<file path="config.mk">
export PLATFORM = sky130hd
export DESIGN_NAME = cikv_fifo
export DESIGN_NICKNAME = d
export VERILOG_FILES = /design/src/rtl/cikv_pkg.sv /design/src/rtl/cikv_fifo.sv
export SDC_FILE = /design/constraint.sdc
export NUM_CORES = 1
export LEC_CHECK = 0
export ABC_AREA = 1
export BUFFER_PORTS_ARGS = -buffer_cell sky130_fd_sc_hd__buf_4
export CAP_MARGIN = 0
export CORE_ASPECT_RATIO = 1.1
export CORE_MARGIN = 1
export CORE_UTILIZATION = 35
export CTS_CLUSTER_DIAMETER = 120
export DETAILED_ROUTE_END_ITERATION = 6
export PLACE_DENSITY_LB_ADDON = 0.2
export SETUP_SLACK_MARGIN = 0.1
export SLEW_MARGIN = 10
export SYNTH_ARGS = -nofsm -noshare
export SYNTH_HDL_FRONTEND = slang
export SYNTH_SLANG_ARGS = --single-unit
export TNS_END_PERCENT = 20
</file>
<file path="constraint.sdc">
create_clock -name clock -period 1.06 [get_ports clock]
set_input_delay 0.053 -clock clock [delete_from_list [all_inputs] [get_ports clock]]
set_output_delay 0.053 -clock clock [all_outputs]
set_load 0.03 [all_outputs]
</file>
<file path="src/rtl/cikv_pkg.sv">
// ----------------------------------------------------------------------------
// cikv_pkg
// shared types, constants and the cosine weight function for the
// immersed boundary velocity interpolator
// ----------------------------------------------------------------------------
package cikv_pkg;

   localparam int SUPPORT_WIDTH     = 4;
   localparam int WEIGHT_TABLE_BITS = 10;
   localparam int QUEUE_DEPTH       = 4;
   localparam int WEIGHT_BITS       = 17;
   localparam int WC_BITS           = 30;
   localparam int SAMPLES           = SUPPORT_WIDTH * SUPPORT_WIDTH * SUPPORT_WIDTH;
   localparam int SAMPLE_BITS       = $clog2(SAMPLES);
   localparam int AXIS_BITS         = $clog2(SUPPORT_WIDTH);
   localparam int NUM_WEIGHTS       = 3 * SUPPORT_WIDTH;
   localparam int SWEEP_BITS        = $clog2(NUM_WEIGHTS + 1);
   localparam int QCOUNT_BITS       = $clog2(QUEUE_DEPTH + 1);
   localparam int CSR_ADDR_BITS     = 3;

   localparam logic [CSR_ADDR_BITS-1:0] CSR_TIME_STEP = 3'd0;

   localparam logic [63:0] Q30_ONE = 64'd1 << 30;
   localparam logic [63:0] PI_Q30  = 64'd3373259426;

   typedef struct packed {
      logic               func;
      logic signed [31:0] pos_x;
      logic signed [31:0] pos_y;
      logic signed [31:0] pos_z;
      logic signed [31:0] vel_x;
      logic signed [31:0] vel_y;
      logic signed [31:0] vel_z;
   } req_type;

   typedef struct packed {
      logic signed [31:0] new_x;
      logic signed [31:0] new_y;
      logic signed [31:0] new_z;
      logic               saturated;
   } rsp_type;

   typedef enum logic {
      OP_LOAD   = 1'b0,
      OP_SAMPLE = 1'b1
   } op_type;

   // queue entry: for a load the three words carry the position
   typedef struct packed {
      op_type             op;
      logic               last;
      logic signed [31:0] word_x;
      logic signed [31:0] word_y;
      logic signed [31:0] word_z;
      logic [WC_BITS-1:0] wc;
   } entry_type;

   // updated position handed back to the front end
   typedef struct packed {
      logic               valid;
      logic signed [31:0] pos_x;
      logic signed [31:0] pos_y;
      logic signed [31:0] pos_z;
   } upd_type;

   typedef enum logic [1:0] {
      FRONT_SWEEP,
      FRONT_IDLE,
      FRONT_WAIT
   } front_state_type;

   typedef enum logic [2:0] {
      BACK_RUN,
      BACK_DRAIN,
      BACK_MUL_LO,
      BACK_MUL_HI,
      BACK_SUM,
      BACK_SAT,
      BACK_OUT
   } back_state_type;

   // 1 + cos(pi*idx/2^bits) in unsigned Q2.15, evaluated at elaboration
   function automatic logic [WEIGHT_BITS-1:0] wt_rom(input logic [31:0] idx, input int bits);
      logic [63:0]        t;
      logic [63:0]        x;
      logic [63:0]        x2;
      logic [63:0]        h;
      logic [63:0]        w;
      logic signed [63:0] c;
      logic               neg;
      t   = 64'(idx) << (30 - bits);
      neg = 1'b0;
      if (t > (Q30_ONE >> 1)) begin
         t   = Q30_ONE - t;
         neg = 1'b1;
      end
      x  = (t * PI_Q30) >> 30;
      x2 = (x * x) >> 30;
      h  = Q30_ONE - x2 / 90;
      h  = Q30_ONE - ((x2 * h) >> 30) / 56;
      h  = Q30_ONE - ((x2 * h) >> 30) / 30;
      h  = Q30_ONE - ((x2 * h) >> 30) / 12;
      c  = $signed(Q30_ONE) - $signed(((x2 * h) >> 30) / 2);
      if (c < 0) begin
         c = 64'sd0;
      end
      w = neg ? Q30_ONE - 64'(c) : Q30_ONE + 64'(c);
      return WEIGHT_BITS'((w + 64'd16384) >> 15);
   endfunction

endpackage

</file>
<file path="src/rtl/cikv_fifo.sv">
// ----------------------------------------------------------------------------
// cikv_fifo
// small register queue between the front end and the accumulator
// ----------------------------------------------------------------------------
module cikv_fifo #(
   parameter int WIDTH = 8,
   parameter int DEPTH = cikv_pkg::QUEUE_DEPTH
) (
   input  logic                       clock,
   input  logic                       reset,
   input  logic                       push,
   input  logic [WIDTH-1:0]           push_data,
   input  logic                       pop,
   output logic [WIDTH-1:0]           pop_data,
   output logic                       empty,
   output logic [$clog2(DEPTH+1)-1:0] count
);
   localparam int AW = (DEPTH > 1) ? $clog2(DEPTH) : 1;
   localparam int CW = $clog2(DEPTH + 1);

   logic [WIDTH-1:0] mem_ff [DEPTH];
   logic [AW-1:0]    wr_ptr_ff, wr_ptr_in;
   logic [AW-1:0]    rd_ptr_ff, rd_ptr_in;
   logic [CW-1:0]    count_ff, count_in;

   always_comb begin
      wr_ptr_in = wr_ptr_ff;
      rd_ptr_in = rd_ptr_ff;
      count_in  = count_ff;
      if (push) begin
         wr_ptr_in = (wr_ptr_ff == AW'(DEPTH - 1)) ? '0 : wr_ptr_ff + 1'b1;
      end
      if (pop) begin
         rd_ptr_in = (rd_ptr_ff == AW'(DEPTH - 1)) ? '0 : rd_ptr_ff + 1'b1;
      end
      if (push && !pop) begin
         count_in = count_ff + 1'b1;
      end else if (pop && !push) begin
         count_in = count_ff - 1'b1;
      end
   end

   always_ff @(posedge clock) begin
      if (reset) begin
         wr_ptr_ff <= '0;
         rd_ptr_ff <= '0;
         count_ff  <= '0;
      end else begin
         wr_ptr_ff <= wr_ptr_in;
         rd_ptr_ff <= rd_ptr_in;
         count_ff  <= count_in;
      end
   end

   always_ff @(posedge clock) begin
      if (push) begin
         mem_ff[wr_ptr_ff] <= push_data;
      end
   end

   assign pop_data = mem_ff[rd_ptr_ff];
   assign empty    = (count_ff == '0);
   assign count    = count_ff;

   // no push into a full queue unless a pop frees a slot
   assert property (@(posedge clock) disable iff (reset)
      (push && !pop) |-> (count_ff < CW'(DEPTH)))
      else $error("queue overflow");

   // no pop from an empty queue
   assert property (@(posedge clock) disable iff (reset)
      pop |-> (count_ff != '0))
      else $error("queue underflow");

endmodule

</file>
==> impl_metrics.yaml <==
run_status:
  outcome: "finished, violations left"
  violations: "negative setup slack"
placed_design:
  place_inst: 233
  dp_hpwl_mm: 2.50
  io_buffers: 23
  gp_congestion: 0.723
global_routing:
  use_met1: 0.181
  grt_max_degree: 17
  use_met3: 0.0506
  overflow: 0
  met2_usage: 0.294
  grt_pass1_wl_mm: 5.86
  track_usage: 0.166
  grt_pass1_vias: 1269
  antenna_found_initial: 0
  busiest_layer: "met2"
worst_setup_path:
  path_class: "flop to primary output"
  r2r_start: "count[0]"
  cp-start-kind: "flop"
  worstSetupEndpointType: "primary output"
  worstPathRequired_ps: 1010
  reg2reg_to: "count[2]"
  crit_path_max_fanout: 16
  r2r_cells: 7
  reg2reg_slack_ps: -70
  cp.arrival_ps: 1280
hold_path:
  holdPathStages: 3
  hold_path.class: "primary input to flop"
  worstHoldStart: "pop"
  whs_endpoint: "rd_ptr_ff[1]"
power:
  power_leakage_nw: 1.00
  ir_drop_mv: 0.784
  power_density_nw_per_um2: 1530
die:
  die_h_um: 73.9
  dieArea_um2: 4980
  die_w_um: 67.4
  core_area_um2: 4410
  initial_core_util: 0.373
  rows: 25
  ioPinCount: 24
routing:
  viasPerCell: 4.82
  vias: 1210
  drtPass1Iterations: 3
  post_drt_wl_per_cell_um: 14.2
  ant_nets: 0
  drtIter0Drc: 35
  drc: 0
  routed_wl_mm: 3.57
clock_network:
  cts.clk_slew.worst_paths_ps: 70
  cts_buffers: 5
  cts_buffer_depth: 2
  cts_tree: "built"
  cts_sinks: 41
  clk_latency_ps: 290
  cts_root_buffer: "clkbuf_8"
  htreeDepth: 2
layout:
  drive_gt1_frac: 0.523
  regArea_um2: 1160
  diodes: 0
  areaGrowthSynthToFinish_pct: 54.2
  postLayoutCoreUtil: 0.576
  multi_input_area_um2: 618
  fin_nets: 215
  fillers: 389
  layoutNonFillerInstCount: 251
timing:
  setup_slack_ps: -277
  timing.fmax_ghz: 0.748
  period_share: 1.26
  hold_viol_final: 0
  maxSlewHeadroom: 0.850
  grt_setup_unrepaired: "yes"
  worst_hold_slack_ps: 96.9
  fin_crit_ps: 1340
  skew_ps: 5.15
  setup_violations: 38
  maxSlewViolCount: 0
  tightestPinTransition_ps: 223
logic_synthesis:
  synth_top_cell_area_share: 0.584
  syn_inst: 134
  synth_seq_cells: 41
  ys_warn_count: 0
  ys_seq_area_frac: 0.693
  synth_area_leaders: "edfxtp_1 58%, dfxtp_1 11%, nor2_1 5.0%"
  syn_nets: 153
  yosysUniqueCellTypes: 19
  synthesis.area_um2: 1650
  syn_area_per_cell_um2: 12.3
  synth_top_area_cell: "edfxtp_1"
flow_run:
  maxCapViolations: 0
[placed cells by master, fill, tap and decap left out]
cell,n
clkbuf_1,2
ha_1,4
dfxtp_1,2
nor3_4,1
buf_6,18
o22ai_2,3
dfxtp_2,3
edfxtp_1,32
buf_12,1
o21ai_0,3
fa_2,1
o21ai_4,3
ha_2,1
inv_4,2
nand3_2,1
inv_1,6
nor2_2,5
o21ai_1,7
o22ai_4,5
nand2_2,3
nor2_1,19
inv_2,7
buf_4,29
dlygate4sd3_1,9
nand2_1,5
xor2_1,1
a21oi_1,3
dfxtp_4,4
o21ai_2,6
inv_8,1
nand4_1,1
ha_4,1
nor3_2,2
clkbuf_8,6
[routing by layer]
metal / part of all wire / up-vias
met5: 0 / -
met4: 0.012 / 0
met3: 0.035 / 5
met2: 0.54 / 23
met1: 0.41 / 588
li1: - / 594
[how the worst max path moves through the flow]
stage / startpoint / to / slack (ps) / cells past startpoint
floorplan: count[1] / count[1] / -90 / 3
global placement: pop / count[2] / -170 / 11
detailed placement: pop / count[2] / -220 / 11
CTS: flop / pop_data[4] / -300 / 3
global route: flop / pop_data[2] / -340 / 5
finish: flop / pop_data[2] / -280 / 5
[critical path, cell delays in order, from the launching register on]
cell     delay, ps
dfxtp_4        440
inv_8           80
buf_6          120
o21ai_4        130
o22ai_4         80
buf_6          140
[timing repair]
| action | in CTS | in global routing |
|---|---|---|
| buffers inserted | 0 | 1 |
| cloned | 0 | 0 |
| endpoints found under the setup margin | 49 | 52 |
| hold endpoints to repair | 36 | 0 |
| hold buffers | 9 | 0 |
| gates resized for setup | 53 | 17 |
| pin swaps | 6 | 11 |
[registers in the layout, indices dropped and copies added, names as in the netlist, named ones only]
name and flops:
mem_ff 32, count 3, rd_ptr_ff 2, wr_ptr_ff 2
[cells in the mapped netlist]
cell	instances
edfxtp_1	32
nor2_1	22
inv_1	15
o21ai_0	15
dfxtp_1	9
nand2_1	8
o22ai_1	8
ha_1	6
a21oi_1	3
nor3_1	3
buf_6	2
nor2_2	2
o21ai_1	2
o21ai_2	2
fa_1	1
inv_2	1
nand3_1	1
nand4_1	1
xor2_1	1
[stage by stage]
step | cell area, um2 | setup TNS, ps | total power [mW] | worst slack, ps
6_report | 2540 | -2950 | 3.87 | -277
5_1_grt | 2540 | -5330 | 4.07 | -337
4_1_cts | 2470 | -3580 | 3.86 | -296
3_5_place_dp | 2170 | -4350 | 2.69 | -220
3_3_place_gp | 2170 | -3340 | 2.67 | -168
2_1_floorplan | 1760 | -630 | 2.36 | -92.6
[cells by family (layout without fill, tap and decap cells)]
| kind of cell | after synthesis | after routing | share of synthesized area |
|---|---|---|---|
| buffers and inverters | 18 | 81 | 0.0501 |
| xor gates and xnor gates | 1 | 1 | 0.00532 |
| adders and majority gates | 7 | 7 | 0.0578 |
| AOI/OAI and AO/OA | 30 | 30 | 0.102 |
| DFF | 41 | 41 | 0.693 |
| and+or+nand+nor | 37 | 37 | 0.0919 |
[report_power, final]
part | switching [mW] | internal (mW) | total, mW
Clock | 0.494 | 0.531 | 1.02
Sequential | 0.0723 | 1.83 | 1.90
Combinational | 0.493 | 0.456 | 0.948
Total | 1.06 | 2.82 | 3.87
[final cells by class]
class,count,area share
repair buffers,57,0.209
well taps,54,0.0266
flip-flops and latches,41,0.457
multi-input cells,75,0.243
clock buffers,8,0.0355
inverters,16,0.0286
No activity file was read; power rests on OpenSTA's default activity.
